--- src/rtl/dmx_pkg.sv ---
// Shared constants, message codes and controller/datapath link types
// for the distributed mutex node. No dependencies.
`timescale 1ns / 1ps
`default_nettype none

package dmx_pkg;

   localparam int unsigned INDEX_WIDTH      = 5;
   localparam int unsigned NODE_COUNT_WIDTH = 6;
   localparam int unsigned SEQ_WIDTH        = 32;
   localparam int unsigned TYPE_WIDTH       = 3;
   localparam int unsigned KIND_WIDTH       = 3;
   localparam int unsigned TDATA_WIDTH      = 40;
   localparam int unsigned CSR_INDEX_WIDTH  = 1;
   localparam int unsigned CSR_DATA_WIDTH   = 6;

   localparam logic [TYPE_WIDTH-1:0] REQ_CLIENT_REQUEST  = 3'd0;
   localparam logic [TYPE_WIDTH-1:0] REQ_PEER_PERMIT     = 3'd1;
   localparam logic [TYPE_WIDTH-1:0] REQ_PEER_REQUEST    = 3'd2;
   localparam logic [TYPE_WIDTH-1:0] REQ_CLIENT_RELEASE  = 3'd3;
   localparam logic [TYPE_WIDTH-1:0] REQ_CLIENT_FINISHED = 3'd4;
   localparam logic [TYPE_WIDTH-1:0] REQ_PEER_LEAVING    = 3'd5;

   localparam logic [KIND_WIDTH-1:0] KIND_GRANT    = 3'd0;
   localparam logic [KIND_WIDTH-1:0] KIND_REQUEST  = 3'd1;
   localparam logic [KIND_WIDTH-1:0] KIND_PERMIT   = 3'd2;
   localparam logic [KIND_WIDTH-1:0] KIND_LEAVING  = 3'd3;
   localparam logic [KIND_WIDTH-1:0] KIND_FINISHED = 3'd4;

   localparam logic [CSR_INDEX_WIDTH-1:0] CSR_OWN_INDEX  = 1'b0;
   localparam logic [CSR_INDEX_WIDTH-1:0] CSR_NODE_COUNT = 1'b1;

   typedef struct packed {
      logic load;
      logic emit_lead;
      logic emit_scan;
      logic emit_tail;
   } dmx_cmd_type;

   typedef struct packed {
      logic has_lead;
      logic scan_nz;
      logic has_tail;
      logic out_free;
   } dmx_status_type;

endpackage

`default_nettype wire

--- src/rtl/dmx_ctrl.sv ---
// Sequencing state machine: accept an item, then issue the leading result,
// the per-peer scan and the trailing result. Depends on dmx_pkg.
`timescale 1ns / 1ps
`default_nettype none

module dmx_ctrl (
   input  logic                    clock,
   input  logic                    reset,
   input  logic                    req_tvalid,
   output logic                    req_tready,
   input  dmx_pkg::dmx_status_type status,
   output dmx_pkg::dmx_cmd_type    cmd
);
   import dmx_pkg::*;

   localparam logic [1:0] ST_IDLE = 2'd0;
   localparam logic [1:0] ST_LEAD = 2'd1;
   localparam logic [1:0] ST_SCAN = 2'd2;
   localparam logic [1:0] ST_TAIL = 2'd3;

   logic [1:0] state_ff;
   logic [1:0] state_in;

   always_comb begin
      state_in   = state_ff;
      cmd        = '0;
      req_tready = 1'b0;
      unique case (state_ff)
         ST_IDLE: begin
            req_tready = 1'b1;
            if (req_tvalid) begin
               cmd.load = 1'b1;
               state_in = ST_LEAD;
            end
         end
         ST_LEAD: begin
            if (!status.has_lead) begin
               state_in = ST_SCAN;
            end else if (status.out_free) begin
               cmd.emit_lead = 1'b1;
               state_in      = ST_SCAN;
            end
         end
         ST_SCAN: begin
            if (!status.scan_nz) begin
               state_in = ST_TAIL;
            end else if (status.out_free) begin
               cmd.emit_scan = 1'b1;
            end
         end
         ST_TAIL: begin
            if (!status.has_tail) begin
               state_in = ST_IDLE;
            end else if (status.out_free) begin
               cmd.emit_tail = 1'b1;
               state_in      = ST_IDLE;
            end
         end
         default: state_in = ST_IDLE;
      endcase
   end

   always_ff @(posedge clock) begin
      if (reset) begin
         state_ff <= ST_IDLE;
      end else begin
         state_ff <= state_in;
      end
   end

endmodule

`default_nettype wire

--- src/rtl/dmx_dp.sv ---
// Node state, configuration registers, peer scan mask and result register.
// Driven by dmx_ctrl commands. Depends on dmx_pkg.
`timescale 1ns / 1ps
`default_nettype none

module dmx_dp #(
   parameter int unsigned MAX_NODES = 8
) (
   input  logic                                    clock,
   input  logic                                    reset,
   input  logic                                    csr_valid,
   input  logic [dmx_pkg::CSR_INDEX_WIDTH-1:0]     csr_index,
   input  logic [dmx_pkg::CSR_DATA_WIDTH-1:0]      csr_data,
   input  logic [dmx_pkg::TYPE_WIDTH-1:0]          req_type,
   input  logic [dmx_pkg::INDEX_WIDTH-1:0]         source_node,
   input  logic [dmx_pkg::SEQ_WIDTH-1:0]           seq_in,
   input  dmx_pkg::dmx_cmd_type                    cmd,
   output dmx_pkg::dmx_status_type                 status,
   output logic                                    rsp_valid,
   input  logic                                    rsp_ready,
   output logic [dmx_pkg::KIND_WIDTH-1:0]          msg_kind,
   output logic [dmx_pkg::INDEX_WIDTH-1:0]         dest_node,
   output logic [dmx_pkg::SEQ_WIDTH-1:0]           seq_out,
   output logic                                    last
);
   import dmx_pkg::*;

   logic [INDEX_WIDTH-1:0]      own_index_ff;
   logic [NODE_COUNT_WIDTH-1:0] node_count_ff;

   logic                        local_pending_ff, local_pending_in;
   logic                        wants_exit_ff, wants_exit_in;
   logic                        finished_ff, finished_in;
   logic [SEQ_WIDTH-1:0]        highest_seq_ff, highest_seq_in;
   logic [SEQ_WIDTH-1:0]        own_seq_ff, own_seq_in;
   logic [NODE_COUNT_WIDTH-1:0] permits_ff, permits_in;
   logic [MAX_NODES-1:0]        deferred_ff, deferred_in;
   logic [NODE_COUNT_WIDTH-1:0] left_ff, left_in;

   logic                        lead_ff, lead_in;
   logic [KIND_WIDTH-1:0]       lead_kind_ff, lead_kind_in;
   logic [INDEX_WIDTH-1:0]      lead_dest_ff, lead_dest_in;
   logic [MAX_NODES-1:0]        scan_ff, scan_in;
   logic [KIND_WIDTH-1:0]       scan_kind_ff, scan_kind_in;
   logic                        tail_ff, tail_in;

   logic                        rsp_valid_ff, rsp_valid_in;
   logic [KIND_WIDTH-1:0]       rsp_kind_ff, rsp_kind_in;
   logic [INDEX_WIDTH-1:0]      rsp_dest_ff, rsp_dest_in;
   logic [SEQ_WIDTH-1:0]        rsp_seq_ff, rsp_seq_in;
   logic                        rsp_last_ff, rsp_last_in;

   logic [NODE_COUNT_WIDTH-1:0] active_cnt;
   logic [NODE_COUNT_WIDTH-1:0] cnt_minus_one;
   logic [MAX_NODES-1:0]        below_mask;
   logic [MAX_NODES-1:0]        own_mask;
   logic [MAX_NODES-1:0]        src_mask;
   logic [MAX_NODES-1:0]        scan_low;
   logic [MAX_NODES-1:0]        scan_rest;
   logic [MAX_NODES-1:0]        others_mask;
   logic [INDEX_WIDTH-1:0]      scan_dest;
   logic [SEQ_WIDTH-1:0]        highest_inc;
   logic [NODE_COUNT_WIDTH-1:0] left_inc;
   logic                        defer_wins;
   logic                        src_in_range;
   logic                        out_free;

   always_comb begin
      if (node_count_ff == '0) begin
         active_cnt = NODE_COUNT_WIDTH'(1);
      end else if (node_count_ff > NODE_COUNT_WIDTH'(MAX_NODES)) begin
         active_cnt = NODE_COUNT_WIDTH'(MAX_NODES);
      end else begin
         active_cnt = node_count_ff;
      end
   end

   assign cnt_minus_one = active_cnt - NODE_COUNT_WIDTH'(1);

   for (genvar n = 0; n < MAX_NODES; n++) begin : g_masks
      assign below_mask[n] = NODE_COUNT_WIDTH'(n) < active_cnt;
      assign own_mask[n]   = own_index_ff == INDEX_WIDTH'(n);
      assign src_mask[n]   = source_node == INDEX_WIDTH'(n);
   end

   assign others_mask = below_mask & ~own_mask;
   assign scan_low    = scan_ff & (~scan_ff + MAX_NODES'(1));
   assign scan_rest   = scan_ff & ~scan_low;

   always_comb begin
      scan_dest = '0;
      for (int n = 0; n < MAX_NODES; n++) begin
         if (scan_low[n]) begin
            scan_dest = scan_dest | INDEX_WIDTH'(n);
         end
      end
   end

   assign highest_inc  = (highest_seq_ff == '1) ? highest_seq_ff
                                                : highest_seq_ff + SEQ_WIDTH'(1);
   assign left_inc     = (left_ff == '1) ? left_ff : left_ff + NODE_COUNT_WIDTH'(1);
   assign defer_wins   = (own_seq_ff < seq_in)
                         || ((own_seq_ff == seq_in) && (own_index_ff < source_node));
   assign src_in_range = {1'b0, source_node} < active_cnt;
   assign out_free     = !rsp_valid_ff || rsp_ready;

   always_comb begin
      local_pending_in = local_pending_ff;
      wants_exit_in    = wants_exit_ff;
      finished_in      = finished_ff;
      highest_seq_in   = highest_seq_ff;
      own_seq_in       = own_seq_ff;
      permits_in       = permits_ff;
      deferred_in      = deferred_ff;
      left_in          = left_ff;
      lead_in          = lead_ff;
      lead_kind_in     = lead_kind_ff;
      lead_dest_in     = lead_dest_ff;
      scan_in          = scan_ff;
      scan_kind_in     = scan_kind_ff;
      tail_in          = tail_ff;

      if (cmd.load) begin
         lead_in      = 1'b0;
         lead_kind_in = KIND_GRANT;
         lead_dest_in = '0;
         scan_in      = '0;
         scan_kind_in = KIND_PERMIT;
         tail_in      = 1'b0;
         if (!finished_ff) begin
            unique case (req_type)
               REQ_CLIENT_REQUEST: begin
                  local_pending_in = 1'b1;
                  highest_seq_in   = highest_inc;
                  own_seq_in       = highest_inc;
                  permits_in       = cnt_minus_one;
                  lead_in          = cnt_minus_one == '0;
                  scan_in          = others_mask;
                  scan_kind_in     = KIND_REQUEST;
               end
               REQ_PEER_PERMIT: begin
                  if (permits_ff != '0) begin
                     permits_in = permits_ff - NODE_COUNT_WIDTH'(1);
                     lead_in    = permits_ff == NODE_COUNT_WIDTH'(1);
                  end
               end
               REQ_PEER_REQUEST: begin
                  if (local_pending_ff && !wants_exit_ff && defer_wins && src_in_range) begin
                     deferred_in = deferred_ff | src_mask;
                  end else begin
                     lead_in      = 1'b1;
                     lead_kind_in = KIND_PERMIT;
                     lead_dest_in = source_node;
                  end
                  if (seq_in > highest_seq_ff) begin
                     highest_seq_in = seq_in;
                  end
               end
               REQ_CLIENT_RELEASE: begin
                  local_pending_in = 1'b0;
                  scan_in          = deferred_ff & below_mask;
                  deferred_in      = deferred_ff & ~below_mask;
               end
               REQ_CLIENT_FINISHED: begin
                  scan_in       = others_mask;
                  scan_kind_in  = KIND_LEAVING;
                  deferred_in   = deferred_ff & ~others_mask;
                  wants_exit_in = 1'b1;
                  if (left_ff == cnt_minus_one) begin
                     finished_in = 1'b1;
                     tail_in     = 1'b1;
                  end
               end
               REQ_PEER_LEAVING: begin
                  left_in = left_inc;
                  if ((left_inc == cnt_minus_one) && wants_exit_ff) begin
                     finished_in  = 1'b1;
                     lead_in      = 1'b1;
                     lead_kind_in = KIND_FINISHED;
                  end
               end
               default: begin
               end
            endcase
         end
      end

      if (cmd.emit_lead) begin
         lead_in = 1'b0;
      end
      if (cmd.emit_scan) begin
         scan_in = scan_rest;
      end
      if (cmd.emit_tail) begin
         tail_in = 1'b0;
      end
   end

   always_comb begin
      rsp_valid_in = rsp_valid_ff;
      rsp_kind_in  = rsp_kind_ff;
      rsp_dest_in  = rsp_dest_ff;
      rsp_seq_in   = rsp_seq_ff;
      rsp_last_in  = rsp_last_ff;
      if (cmd.emit_lead) begin
         rsp_valid_in = 1'b1;
         rsp_kind_in  = lead_kind_ff;
         rsp_dest_in  = lead_dest_ff;
         rsp_seq_in   = '0;
         rsp_last_in  = (scan_ff == '0) && !tail_ff;
      end else if (cmd.emit_scan) begin
         rsp_valid_in = 1'b1;
         rsp_kind_in  = scan_kind_ff;
         rsp_dest_in  = scan_dest;
         rsp_seq_in   = (scan_kind_ff == KIND_REQUEST) ? own_seq_ff : '0;
         rsp_last_in  = (scan_rest == '0) && !tail_ff;
      end else if (cmd.emit_tail) begin
         rsp_valid_in = 1'b1;
         rsp_kind_in  = KIND_FINISHED;
         rsp_dest_in  = '0;
         rsp_seq_in   = '0;
         rsp_last_in  = 1'b1;
      end else if (rsp_ready) begin
         rsp_valid_in = 1'b0;
      end
   end

   always_ff @(posedge clock) begin
      if (reset) begin
         own_index_ff     <= '0;
         node_count_ff    <= NODE_COUNT_WIDTH'(8);
         local_pending_ff <= 1'b0;
         wants_exit_ff    <= 1'b0;
         finished_ff      <= 1'b0;
         highest_seq_ff   <= '0;
         own_seq_ff       <= '0;
         permits_ff       <= NODE_COUNT_WIDTH'(1);
         deferred_ff      <= '0;
         left_ff          <= '0;
         lead_ff          <= 1'b0;
         scan_ff          <= '0;
         tail_ff          <= 1'b0;
         rsp_valid_ff     <= 1'b0;
      end else begin
         if (csr_valid) begin
            unique case (csr_index)
               CSR_OWN_INDEX:  own_index_ff  <= csr_data[INDEX_WIDTH-1:0];
               CSR_NODE_COUNT: node_count_ff <= csr_data;
               default: begin
               end
            endcase
         end
         local_pending_ff <= local_pending_in;
         wants_exit_ff    <= wants_exit_in;
         finished_ff      <= finished_in;
         highest_seq_ff   <= highest_seq_in;
         own_seq_ff       <= own_seq_in;
         permits_ff       <= permits_in;
         deferred_ff      <= deferred_in;
         left_ff          <= left_in;
         lead_ff          <= lead_in;
         scan_ff          <= scan_in;
         tail_ff          <= tail_in;
         rsp_valid_ff     <= rsp_valid_in;
      end
   end

   always_ff @(posedge clock) begin
      lead_kind_ff <= lead_kind_in;
      lead_dest_ff <= lead_dest_in;
      scan_kind_ff <= scan_kind_in;
      rsp_kind_ff  <= rsp_kind_in;
      rsp_dest_ff  <= rsp_dest_in;
      rsp_seq_ff   <= rsp_seq_in;
      rsp_last_ff  <= rsp_last_in;
   end

   assign status.has_lead = lead_ff;
   assign status.scan_nz  = scan_ff != '0;
   assign status.has_tail = tail_ff;
   assign status.out_free = out_free;

   assign rsp_valid = rsp_valid_ff;
   assign msg_kind  = rsp_kind_ff;
   assign dest_node = rsp_dest_ff;
   assign seq_out   = rsp_seq_ff;
   assign last      = rsp_last_ff;

endmodule

`default_nettype wire

--- src/rtl/distributed_mutex_node_unit.sv ---
// Distributed mutex node: one item at a time; a new item is not accepted
// until all results of the previous item have been issued.
// An item yields P per-peer results (at most MAX_NODES) from the peer scan,
// one a cycle while the output is not stalled.
// Reset (synchronous, active high) clears the node state but sets permits to 1,
// sets own_index to 0 and node_count to 8. Depends on dmx_pkg, dmx_ctrl and dmx_dp.
`timescale 1ns / 1ps
`default_nettype none

module distributed_mutex_node_unit #(
   parameter int unsigned MAX_NODES = 8
) (
   input  logic                                 clock,
   input  logic                                 reset,
   input  logic                                 csr_valid,
   output logic                                 csr_ready,
   input  logic [dmx_pkg::CSR_INDEX_WIDTH-1:0]  csr_index,
   input  logic [dmx_pkg::CSR_DATA_WIDTH-1:0]   csr_data,
   input  logic                                 req_tvalid,
   output logic                                 req_tready,
   input  logic [dmx_pkg::TDATA_WIDTH-1:0]      req_tdata,  // source_node, seq_in
   input  logic [dmx_pkg::TYPE_WIDTH-1:0]       req_tuser,  // req_type
   output logic                                 rsp_tvalid,
   input  logic                                 rsp_tready,
   output logic [dmx_pkg::TDATA_WIDTH-1:0]      rsp_tdata,  // dest_node, seq_out
   output logic [dmx_pkg::KIND_WIDTH-1:0]       rsp_tuser,  // msg_kind
   output logic                                 rsp_tlast
);
   import dmx_pkg::*;

   dmx_cmd_type            cmd;
   dmx_status_type         status;
   logic [INDEX_WIDTH-1:0] dest_node;
   logic [SEQ_WIDTH-1:0]   seq_out;

   assign csr_ready = 1'b1;

   dmx_ctrl u_ctrl (
      .clock      (clock),
      .reset      (reset),
      .req_tvalid (req_tvalid),
      .req_tready (req_tready),
      .status     (status),
      .cmd        (cmd)
   );

   dmx_dp #(
      .MAX_NODES (MAX_NODES)
   ) u_dp (
      .clock       (clock),
      .reset       (reset),
      .csr_valid   (csr_valid),
      .csr_index   (csr_index),
      .csr_data    (csr_data),
      .req_type    (req_tuser),
      .source_node (req_tdata[INDEX_WIDTH-1:0]),
      .seq_in      (req_tdata[INDEX_WIDTH+SEQ_WIDTH-1:INDEX_WIDTH]),
      .cmd         (cmd),
      .status      (status),
      .rsp_valid   (rsp_tvalid),
      .rsp_ready   (rsp_tready),
      .msg_kind    (rsp_tuser),
      .dest_node   (dest_node),
      .seq_out     (seq_out),
      .last        (rsp_tlast)
   );

   assign rsp_tdata = {(TDATA_WIDTH - INDEX_WIDTH - SEQ_WIDTH)'(0), seq_out, dest_node};

   a_single_cmd: assert property (@(posedge clock) disable iff (reset)
      $onehot0({cmd.load, cmd.emit_lead, cmd.emit_scan, cmd.emit_tail}))
      else $error("controller issued more than one command");

   a_emit_free: assert property (@(posedge clock) disable iff (reset)
      (cmd.emit_lead || cmd.emit_scan || cmd.emit_tail) |-> status.out_free)
      else $error("result issued while output register is occupied");

   a_idle_clean: assert property (@(posedge clock) disable iff (reset)
      (req_tvalid && req_tready)
         |-> !(status.has_lead || status.scan_nz || status.has_tail))
      else $error("item accepted with results of the previous item outstanding");

endmodule

`default_nettype wire

--- config.mk ---
export PLATFORM = sky130hd
export DESIGN_NAME = distributed_mutex_node_unit
export DESIGN_NICKNAME = d
export VERILOG_FILES = /design/src/rtl/dmx_pkg.sv /design/src/rtl/dmx_ctrl.sv /design/src/rtl/dmx_dp.sv /design/src/rtl/distributed_mutex_node_unit.sv
export SDC_FILE = /design/constraint.sdc
export NUM_CORES = 1
export LEC_CHECK = 0
export ABC_AREA = 0
export BUFFER_PORTS_ARGS = -buffer_cell sky130_fd_sc_hd__clkbuf_2
export CORE_AREA = 2 2 136 138
export DETAILED_ROUTE_END_ITERATION = 16
export DIE_AREA = 0 0 138 140
export PLACE_DENSITY = 0.73
export SLEW_MARGIN = 20
export SYNTH_ARGS = -nofsm -noshare
export SYNTH_HDL_FRONTEND = slang
export SYNTH_SLANG_ARGS = --single-unit
--- constraint.sdc ---
create_clock -name clock -period 6.27 [get_ports clock]
set_input_delay 0 -clock clock [delete_from_list [all_inputs] [get_ports clock]]
set_output_delay 0 -clock clock [all_outputs]
set_load 0.1 [all_outputs]
## After elaboration in Yosys (flattened, before gate mapping)

Index checks and enable logic that the tools add are counted.

| word-level totals | value |
|---|---|
| register bits after elaboration | 163 |
| bits in latches | 0 |
| RAM bits | 0 |
| ROM bits | 0 |
| output and inout port bits | 47 |
| logic and storage cells | 204 |
| memories kept | 0 |

| operators by class | value |
|---|---|
| add/subtract/negate cells | 5 |
| multipliers | 0 |
| divide/modulo/power cells | 0 |
| $lt $le $gt $ge | 13 |
| equal/unequal tests | 36 |
| shifts and indexed selects | 0 |
| muxes and demuxes | 69 |
| bitwise operators | 15 |
| reductions and logical operators | 44 |

Operator list:

| operator | count |
|---|---|
| 2-to-1 mux 32 bit | 5 |
| case mux 32 bit (2 select lines) | 1 |
| AND 8 bit | 6 |
| == test 5 x 3 -> 1 bit (second input constant) | 8 |
| NOT 8 bit | 5 |
| adder 32 x 1 -> 32 bit (second input constant) | 1 |
| == test 32 bit | 1 |
| == test 32 bit (second input constant) | 1 |
| > comparator 32 bit | 1 |
| less-than comparator 32 bit | 1 |
| 2-to-1 mux 8 bit | 4 |
| 2-to-1 mux 1 bit | 26 |
| less-than comparator 3 x 6 -> 1 bit (first input constant) | 4 |
| 2-to-1 mux 3 bit | 8 |
| 2-to-1 mux 6 bit | 4 |
| case mux 8 bit (3 select lines) | 1 |
| == test 5 x 2 -> 1 bit (second input constant) | 4 |
| 2-to-1 mux 2 bit | 9 |
| zero test 8 bit | 2 |
| case mux 8 bit (2 select lines) | 1 |
| AND reduction 4 bit | 4 |
| 2-to-1 mux 5 bit | 3 |
| == test 6 bit | 2 |
| zero test 6 bit | 2 |
| 42 further kinds | 78 |

## Longest topological paths before layout

Gate-level depths: netlist of run 1.

| logic depth | value |
|---|---|
| depth in word-level cells | 12 |
| gate-level depth with buffers | 13 |
| mapped depth without buffers | 11 |

## Cells and area by module

A second synthesis of run 1 with hierarchy kept.

| second synthesis, totals | value |
|---|---|
| cell total of the unflattened synthesis | 1192 |
| area, all modules | 10038.4 µm² |

By module, submodules not included:

| module | times used | cells an instance | area an instance (µm²) | seq. area each (µm²) |
|---|---|---|---|---|
| dmx_dp | 1 | 1164 | 9795.6 | 3363.2 |
| dmx_ctrl | 1 | 22 | 205.2 | 40.0 |
| distributed_mutex_node_unit | 1 | 6 | 37.5 | 0.0 |

## Worst setup path after synthesis of run 1

No wires, ideal clock.

| timing | value |
|---|---|
| kind | reg2reg |
| start | register u_ctrl.state_ff[0] |
| end | register u_dp.highest_seq_ff[8] |
| setup time | 0.070 ns |
| arrival | 3.406 ns |
| setup slack | 2.793 ns |
| cell stages (with the launch flop) | 11 |
| cells stage by stage | dfxtp_1 -> inv_1 -> ha_1 -> nand2_1 -> inv_1 -> nand2_1 -> nor4_2 -> o21ai_2 -> buf_2 -> or2_2 -> a21oi_1 |

RTL lines:

| element | line | RTL |
|---|---|---|
| from (decl) | dmx_ctrl.sv:21 | `logic [1:0] state_ff;` |
| from (signal assigned) | dmx_ctrl.sv:67 | `state_ff <= state_in;` |
| to (signal assigned) | dmx_dp.sv:256 | `highest_seq_ff <= highest_seq_in;` |
| to (decl) | dmx_dp.sv:34 | `logic [SEQ_WIDTH-1:0] highest_seq_ff, highest_seq_in;` |

## Final worst setup path of run 1

| timing | value |
|---|---|
| start | register u_dp.node_count_ff[5] |
| end | register u_dp.deferred_ff[5] |

| on the way | value |
|---|---|
| word-level cells in the longest chain between the ends | 8 |

RTL lines:

| element | line | RTL |
|---|---|---|
| from (decl) | dmx_dp.sv:29 | `logic [NODE_COUNT_WIDTH-1:0] node_count_ff;` |
| from (signal assigned) | dmx_dp.sv:248 | `CSR_NODE_COUNT: node_count_ff <= csr_data;` |
| > comparator 6 x 4 -> 1 bit | dmx_dp.sv:71 | `end else if (node_count_ff > NODE_COUNT_WIDTH'(MAX_NODES)) begin` |
| 2-to-1 mux 6 bit | dmx_dp.sv:71 |  |
| 2-to-1 mux 6 bit (*) | dmx_dp.sv:69 | `if (node_count_ff == '0) begin` |
| less-than comparator 3 x 6 -> 1 bit | dmx_dp.sv:81 | `assign below_mask[n] = NODE_COUNT_WIDTH'(n) < active_cnt;` |
| AND 8 bit | dmx_dp.sv:86 | `assign others_mask = below_mask & ~own_mask;` |
| NOT 8 bit | dmx_dp.sv:167 | `deferred_in = deferred_ff & ~others_mask;` |
| AND 8 bit | dmx_dp.sv:167 |  |
| case mux 8 bit (3 select lines) | dmx_dp.sv:131 | `unique case (req_type)` |
| to (signal assigned) | dmx_dp.sv:259 | `deferred_ff <= deferred_in;` |
| to (decl) | dmx_dp.sv:37 | `logic [MAX_NODES-1:0] deferred_ff, deferred_in;` |

Mark *: on every way between the ends. The rest lies on a longest branch, timed or not.
A chain may end at the register's enable or synchronous reset.

==> metrics.yaml, run 1 <==
grt:
  grt_pass1_wl_um: 43680
  grt_overflow_total: 0
  grt_pass1_vias: 8579
  grt_max_degree: 62
  grt_usage_pct: 27.71
  grt.busiest_layer: "met2"
  grt_util_met3_pct: 4.137
  met1_usage_pct: 36.57
  grt_antenna_before_repair: 0
  grt_use_met2_pct: 46.30
drt:
  drt_first_pass_iters: 5
  wl_per_cell_um: 17.67
  vias: 9143
  route.detailed.drc: 0
  routed_via_density: 5.999
  wl_um: 26930
  drt_iter0_drc: 821
  ant_nets: 0
clocking:
  tritoncts: "built"
  clkSlewWorstSetupHoldPaths_ns: 0.07
  cts_buffer_depth: 2
  clock_tree.root_cell: "clkbuf_16"
  cts.sinks: 161
  insertion_delay_ns: 0.44
  cts_resized: 0
  htreeDepth: 4
  numCtsBuffers: 17
worst_setup_path:
  end_kind: "flop"
  arrival_ns: 4.26
  cp-start-kind: "flop"
  critical_path_class: "flop to flop"
  timing.rr.start: "u_dp.node_count_ff[5]"
  cp_max_fo: 10
  crit_chain: "or3_1 -> inv_2 -> nand2_1 -> ha_1 -> o2111a_1 -> a21oi_1 -> o211ai_1 -> o211ai_1 -> buf_4 -> nand4_1 -> dlygate4sd3_1 -> a21oi_1"
  startpoint: "u_dp.node_count_ff[5]"
  cp.required_ns: 6.64
  slowest_delay_ns: 0.59
  crit_path_top_delay_cell: "dlygate4sd3_1"
power:
  vdd_ir_drop_max_uv: 261.0
  p_total_w: 0.002789
  power.leakage_nw: 4.424
  power.density_nw_per_um2: 246.5
outcome:
  outcome: "completed"
placed_design:
  routabilityCongestion: 0.9402
  io_buffers: 94
  dpl_worst_slack_ns: 2.667
  dp.cells: 1452
  place_hpwl_um: 19200
synthesis:
  synth_cell_types: 81
  synth_top_cells_by_area: "dfxtp_1 (29%), ha_1 (11%), edfxtp_1 (5.5%), a21oi_1 (5.4%), nor2_1 (4.7%)"
  ys_warn_count: 0
  ys_seq_area_share_pct: 34.84
  ys_async_sr_fraction_pct: 0
  synth_cells: 1189
  synth_area_per_cell_um2: 8.215
  synth_top_cells_by_count: "dfxtp_1 (143), nor2_1 (123), a21oi_1 (105)"
  synth_ff_type: "dfxtp_1"
  synth_area_um2: 9768
  yosysTopAreaCell: "dfxtp_1"
  synth_top_area_share_pct: 29.31
  synth_most_common_cell: "dfxtp_1"
  synth-edff-count: 18
  ys_seq_elements: 161
sta:
  relSlewSlack_pct: 26.59
  rsz0062_at_grt: "false"
  timing.final.max_slew_violations: 0
  period_needed_ns: 3.890
  fin_crit_sh_pct: 62.05
  finalSetupTns_ns: 0
  fmax_ghz: 0.2570
  finalSetupViolCount: 0
  worst_pin_slew_ns: 1.101
  finalWorstSetupSlack_ns: 2.380
  skew_ns: 0.009843
  hold_viol_final: 0
job:
  maxCapViolCount: 0
floorplan:
  start_util_pct: 54.94
  fp.dieW_um: 138
  core-area_um2: 17780
  rows: 49
  num_io_pins: 102
  die_h_um: 140
  die_area_um2: 19320
final_layout:
  multi_input_area_um2: 5777
  fill_cells: 1564
  nNetsFinal: 1422
  finalNonFillerCells: 1524
  drive_above_1_share_pct: 12.82
  diodes: 0
  layout.area.seq_um2: 3403
  area_growth_pct: 15.79
hold_path:
  hold_path.class: "primary input to flop"
  min_from: "req_tdata[11]"
-- cells in the final DEF, fill, tap and decap left out, drive strengths merged, types with 7 or more instances in the layout --
cell / instances
dfxtp: 143
and4: 7
dlygate4sd3: 39
a221oi: 8
and2: 7
o211ai: 13
nor2: 123
a21oi: 106
a31oi: 10
xor2: 9
clkbuf: 110
a211oi: 37
o21ai: 44
edfxtp: 18
inv: 98
buf: 10
nand3: 40
nand2: 87
and3: 12
nor4: 11
a211o: 10
a22o: 37
xnor2: 30
ha: 85
a21o: 7
nor3: 39
nand4: 32
-- stage by stage --
| step | cell area [µm²] | util (%) | hold slack [ns] |
|---|---|---|---|
| floorplan | 9779 | - | 0.1387 |
| global placement | 10330 | 58.13 | 0.2572 |
| detailed placement | 10340 | 58.16 | 0.2605 |
| CTS | 11300 | 63.57 | 0.006849 |
| global route | 11310 | 63.62 | 0.03596 |
| finish | 11310 | 63.62 | 0.01785 |
-- flip-flops by register name, indices dropped and copies added (netlist names), 2 cells and up --
name                 count
u_ctrl.state_ff          2
u_dp.deferred_ff         8
u_dp.dest_node           5
u_dp.highest_seq_ff     32
u_dp.lead_dest_ff        5
u_dp.lead_kind_ff        2
u_dp.left_ff             6
u_dp.msg_kind            3
u_dp.node_count_ff       6
u_dp.own_index_ff        5
u_dp.own_seq_ff         32
u_dp.permits_ff          6
u_dp.scan_ff             8
u_dp.scan_kind_ff        2
u_dp.seq_out            32
-- layout make-up --
class,instances,share of cell area [%]
well taps,229,2.533
repair buffers,142,8.230
clock inverters,15,1.294
clock buffers,17,3.761
flip-flops and latches,161,30.09
multi-input cells,869,51.07
inverters,91,3.020
-- per-layer routing --
metal / wire (µm) / vias up
li1: - / 4512
met1: 11920 / 4249
met2: 12810 / 332
met3: 1591 / 50
met4: 604 / 0
met5: 0 / -
-- power by group --
part / internal, W / switching (W)
Sequential: 0.00111 / 0.0000489
Combinational: 0.000173 / 0.000428
Clock: 0.000557 / 0.000477
Total: 0.00184 / 0.000953
-- worst paths after layout --
path	end	slack, ns	cells after the start
max	u_dp.deferred_ff[5]	2.38	12
min	u_dp.highest_seq_ff[6]	0.02	5
max reg2reg	u_dp.deferred_ff[5]	2.38	12
min reg2reg	u_dp.node_count_ff[5]	0.46	2
-- critical path, delay by kind of cell, from the launching register on --
| family | cells | cell delay, ns |
|---|---|---|
| AOI/OAI and AO/OA | 5 | 1.32 |
| DFF | 1 | 0.31 |
| buffers and inverters | 3 | 1.09 |
| adders and majority gates | 1 | 0.31 |
| and+or+nand+nor | 3 | 0.79 |
-- cell families (layout without fill, tap and decap cells) --
kind of cell / count (synthesis) / in the layout / synth area share (%)
AOI/OAI and AO/OA: 334 / 334 / 23.26
adders and majority gates: 87 / 87 / 11.09
other: 2 / 5 / 0.07688
DFF: 161 / 161 / 34.84
and+or+nand+nor: 398 / 398 / 20.11
muxes: 6 / 6 / 0.6277
buffers and inverters: 162 / 265 / 6.494
xor gates and xnor gates: 39 / 39 / 3.497
-- what timing repair did --
| action | CTS | global route |
|---|---|---|
| buffers inserted | 0 | 0 |
| endpoints found under the hold margin | 41 | 0 |
| setup endpoints to repair | 0 | 0 |
| hold buffers | 39 | 0 |
(Power assumes the default switching activity.)
==> run 2: changes to the inputs <==
clock period = 3.8 ns   (was 6.27 ns; I/O delays follow)
==> run 2 against run 1 <==
Effect of this change:
- clock power rose by 85%
- sequential share of layout area down 0.24 points
- critical endpoint is now u_dp.highest_seq_ff[23]
- register-to-register slack got worse by 1.8 ns
- sequential power grew 66%
- global-route usage is 0.27 points lower
- clock skew barely moved
- via count grew 1.9%
- design area rose by 0.80%
- critical path depth fell by 2
- largest power group unchanged
==> metrics.yaml, run 2 (same netlist as run 1, synthesis figures left out) <==
outcome:
  outcome: "completed"
clocking:
  postCtsSetupBuffers: 0
  insertion_delay_ns: 0.43
  numCtsBuffers: 17
  clock_tree.root_cell: "clkbuf_16"
  cts.sinks: 161
  tritoncts: "built"
  clkSlewWorstSetupHoldPaths_ns: 0.07
  htreeDepth: 4
  cts_buffer_depth: 2
  cts_resized: 0
drt:
  drt_iter0_drc: 860
  vias: 9317
  route.detailed.drc: 0
  ant_nets: 0
  drt_first_pass_iters: 8
  routed_via_density: 6.102
  wl_per_cell_um: 17.76
  wl_um: 27120
sta:
  period_needed_ns: 3.238
  worst_pin_slew_ns: 1.071
  relSlewSlack_pct: 28.60
  fin_crit_sh_pct: 85.21
  fmax_ghz: 0.3088
  skew_ns: 0.009734
  finalSetupViolCount: 0
  timing.final.max_slew_violations: 0
  holdWs_ns: 0.01166
  finalWorstSetupSlack_ns: 0.5621
  rsz0062_at_grt: "false"
  hold_viol_final: 0
  finalSetupTns_ns: 0
floorplan:
  fp.dieW_um: 138
  num_io_pins: 102
  die_h_um: 140
  core-area_um2: 17780
  start_util_pct: 54.94
  rows: 49
  die_area_um2: 19320
final_layout:
  fill_cells: 1548
  layout.area.seq_um2: 3403
  drive_above_1_share_pct: 13.02
  final_cell_mix: "dfxtp_1 (143), nor2_1 (123), a21oi_1 (105)"
  finalNonFillerCells: 1527
  area_growth_pct: 16.72
  fin_util_pct: 64.12
  diodes: 0
  layout_commonest_cell: "dfxtp_1"
  nNetsFinal: 1425
  multi_input_area_um2: 5771
worst_setup_path:
  cp.required_ns: 4.16
  arrival_ns: 3.60
  cp-start-kind: "flop"
  critical_path_class: "flop to flop"
  cp_max_fo: 30
  end_kind: "flop"
power:
  power.density_nw_per_um2: 423.8
  vdd_ir_drop_max_uv: 420.5
  power.leakage_nw: 4.474
hold_path:
  hold_path.class: "primary input to flop"
grt:
  grt_antenna_before_repair: 0
  grt_pass1_wl_um: 43260
  grt_pass1_vias: 8501
  grt_overflow_total: 0
  grt_max_degree: 63
  grt_usage_pct: 27.44
placed_design:
  routabilityCongestion: 0.9255
  dpl_worst_slack_ns: 0.6635
  dp.cells: 1458
  place_hpwl_um: 19380
  io_buffers: 94
job:
  maxCapViolCount: 0
run 2: cell count changes in the layout (fill, tap and decap cells not counted), sizes merged:
| cell | before | now |
|---|---|---|
| buf | 10 | 15 |
| inv | 98 | 93 |
| bufinv | 1 | 5 |
| clkbuf | 110 | 112 |
| dlygate4sd3 | 39 | 37 |
| clkinv | 5 | 4 |
run 2: layout make-up:
cell class	instances	share of cell area [%]
Timing Repair Buffer	145	8.319
Clock inverter	13	1.822
Inverter	91	2.996
Sequential cell	161	29.85
Multi-Input combinational cell	869	50.61
Clock buffer	19	3.885
Tap cell	229	2.513
run 2: report_power, final:
part / internal [W] / leakage (nW) / switching (W) / total, W
Sequential: 0.00182 / 1.32 / 0.0000807 / 0.00191
Clock: 0.00119 / 0.314 / 0.000726 / 0.00191
Combinational: 0.000301 / 2.84 / 0.000713 / 0.00101
Total: 0.00331 / 4.47 / 0.00152 / 0.00483
run 2: metrics by stage:
stage	area, µm²	total power [W]
floorplan	9779	0.002648
detailed placement	10380	0.002913
finish	11400	0.004832
global placement	10380	0.002891
CTS	11400	0.004839
global route	11400	0.005021
run 2: final timing paths:
kind                                  end  slack (ns)  cells after the start                     from
setup / recovery  u_dp.highest_seq_ff[23]        0.56                     10  u_dp.highest_seq_ff[23]
hold / removal    u_dp.highest_seq_ff[10]        0.01                      3            req_tdata[15]
setup reg to reg  u_dp.highest_seq_ff[23]        0.56                     10  u_dp.highest_seq_ff[23]
hold reg to reg     u_dp.node_count_ff[4]        0.46                      2    u_dp.node_count_ff[4]
run 2: critical path, stage by stage (launching register included):
cell       delay [ns]
dfxtp_1          0.45
inv_1            0.13
ha_1             0.33
nand4_1          0.14
nor3_1           0.06
a2111oi_0        0.33
o21ai_0          0.30
o21ai_4          0.71
buf_4            0.38
o21ai_0          0.13
a21oi_1          0.17
run 2: repair_timing:
| action | 4_1_cts | 5_1_grt |
|---|---|---|
| hold buffers | 37 | 0 |
| hold endpoints to repair | 37 | 0 |
| setup endpoints to repair | 0 | 0 |
run 2: per-layer routing:
metal	share of wire, %	up-vias	global-route usage (%)
met1	44	4387	34.69
met3	5.2	65	4.137
met4	3.2	0	11.33
met5	0	-	0
li1	-	4524	-
met2	48	341	47.08
==> run 3: changes to the inputs <==
PLACE_DENSITY = 0.75   (was 0.73)
==> run 3 against run 2 <==
Effect of this change:
- sequential share of layout area grew 0.14 points
- largest cell class unchanged
- critical path type unchanged
- first-iteration DRC count grew 0.58%
- register-to-register slack lost 0.05 ns
- cell count shrank 0.13%
==> metrics.yaml, run 3 (same netlist as run 1, synthesis figures left out) <==
clocking:
  cts_resized: 0
  tritoncts: "built"
  insertion_delay_ns: 0.44
  postCtsSetupBuffers: 0
  cts_buffer_depth: 2
  clock_tree.root_cell: "clkbuf_16"
  numCtsBuffers: 17
  clkSlewWorstSetupHoldPaths_ns: 0.06
  cts.sinks: 161
  htreeDepth: 4
worst_setup_path:
  crit_path_top_delay_cell: "o21ai_4"
  critical_path_class: "flop to flop"
  cp.required_ns: 4.16
  cp-start-kind: "flop"
  crit_chain: "inv_1 -> ha_1 -> a21oi_1 -> o21ai_0 -> a2111oi_0 -> o21ai_0 -> o21ai_4 -> buf_4 -> o21ai_0 -> a21oi_1"
  cp_max_fo: 42
  arrival_ns: 3.66
  ff2ff_setup_slack_ns: 0.51
  cp_top_family: "compound AO/OA/AOI/OAI gates"
  crit_top_cell: "o21ai_0"
  slowest_delay_ns: 0.92
  path_buf_inv: 2
  end_kind: "flop"
grt:
  grt_pass1_wl_um: 43010
  grt_max_degree: 62
  grt_pass1_vias: 8540
  grt_util_met3_pct: 3.966
  grt.busiest_layer: "met2"
  grt_use_met2_pct: 45.41
  met1_usage_pct: 35.51
  grt_usage_pct: 27.22
  grt_antenna_before_repair: 0
  grt_overflow_total: 0
final_layout:
  layout.area.seq_um2: 3403
  area_growth_pct: 16.16
  drive_above_1_share_pct: 12.73
  multi_input_area_um2: 5771
  fin_util_pct: 63.82
  layout_commonest_cell: "dfxtp_1"
  nNetsFinal: 1424
  diodes: 0
  fill_cells: 1499
  final_cell_mix: "dfxtp_1 (143), nor2_1 (123), a21oi_1 (105)"
drt:
  wl_per_cell_um: 17.58
  vias: 9333
  ant_nets: 0
  routed_via_density: 6.120
  route.detailed.drc: 0
  wl_um: 26810
  drt_first_pass_iters: 6
  drt_iter0_drc: 865
floorplan:
  start_util_pct: 54.94
  core-area_um2: 17780
  rows: 49
  die_h_um: 140
  num_io_pins: 102
  die_area_um2: 19320
  fp.dieW_um: 138
placed_design:
  io_buffers: 94
  place_hpwl_um: 19090
  routabilityCongestion: 0.9258
  dpl_worst_slack_ns: 0.6387
power:
  power.leakage_nw: 4.443
  power.density_nw_per_um2: 414.7
  vdd_ir_drop_max_uv: 497.2
sta:
  skew_ns: 0.009824
  finalSetupViolCount: 0
  relSlewSlack_pct: 27.21
  timing.final.max_slew_violations: 0
  fin_crit_sh_pct: 86.64
  hold_viol_final: 0
  finalWorstSetupSlack_ns: 0.5076
  finalSetupTns_ns: 0
  worst_pin_slew_ns: 1.088
  holdWs_ns: 0.01510
  fmax_ghz: 0.3037
  period_needed_ns: 3.292
  rsz0062_at_grt: "false"
hold_path:
  hold_path.class: "primary input to flop"
job:
  maxCapViolCount: 0
outcome:
  outcome: "completed"
[run 3: cell count changes in the layout (fill, tap and decap cells not counted)]
cell        before  now
clkbuf_1         1    3
inv_6            1    0
bufinv_16        5    3
clkinvlp_4       2    3
buf_4           15   14
clkinv_4         2    0
clkbuf_16       17   18
[run 3: report_power, final]
part           total [W]  switching [W]  leakage, nW  internal [W]
clock network    0.00179       0.000710        0.288       0.00108
registers        0.00191      0.0000803         1.32       0.00183
logic            0.00101       0.000710         2.84      0.000295
[run 3: timing repair]
action,CTS,global route
endpoints found under the setup margin,0,0
hold endpoints to repair,37,0
hold buffers,37,0
[run 3: per-layer routing]
layer	wire [µm]	vias up
met2	12440	345
met1	11990	4410
met3	1509	66
met5	0	-
li1	-	4512
met4	873	0
[run 3: area by class of cell]
| cell class | instances | area share, % |
|---|---|---|
| clock inverters | 9 | 1.136 |
| clock buffers | 22 | 4.190 |
| repair buffers | 144 | 8.292 |
| well taps | 229 | 2.525 |
| inverters | 91 | 3.010 |
| multi-input cells | 869 | 50.85 |
| flip-flops and latches | 161 | 29.99 |
[run 3: worst paths after layout]
path                                 from                       to  depth (start not counted)
hold reg to reg     u_dp.node_count_ff[4]    u_dp.node_count_ff[4]                          2
hold / removal              req_tdata[12]   u_dp.highest_seq_ff[7]                          3
setup reg to reg  u_dp.highest_seq_ff[19]  u_dp.highest_seq_ff[31]                         10
setup / recovery  u_dp.highest_seq_ff[19]  u_dp.highest_seq_ff[31]                         10
[run 3: stage by stage]
stage	power, W	instance area, µm²	instances
3_3_place_gp	0.002880	10370	1457
2_1_floorplan	0.002648	9779	1192
3_5_place_dp	0.002901	10370	1457
5_1_grt	0.004884	11350	1525
4_1_cts	0.004704	11350	1525
6_report	0.004706	11350	1525
[run 3: worst register-to-register path, cell delays in order (launching register included)]
cell and delay (ns):
dfxtp_1 0.38, inv_1 0.11, ha_1 0.32, a21oi_1 0.14, o21ai_0 0.09, a2111oi_0 0.40, o21ai_0 0.29, o21ai_4 0.92
buf_4 0.32, o21ai_0 0.11, a21oi_1 0.14
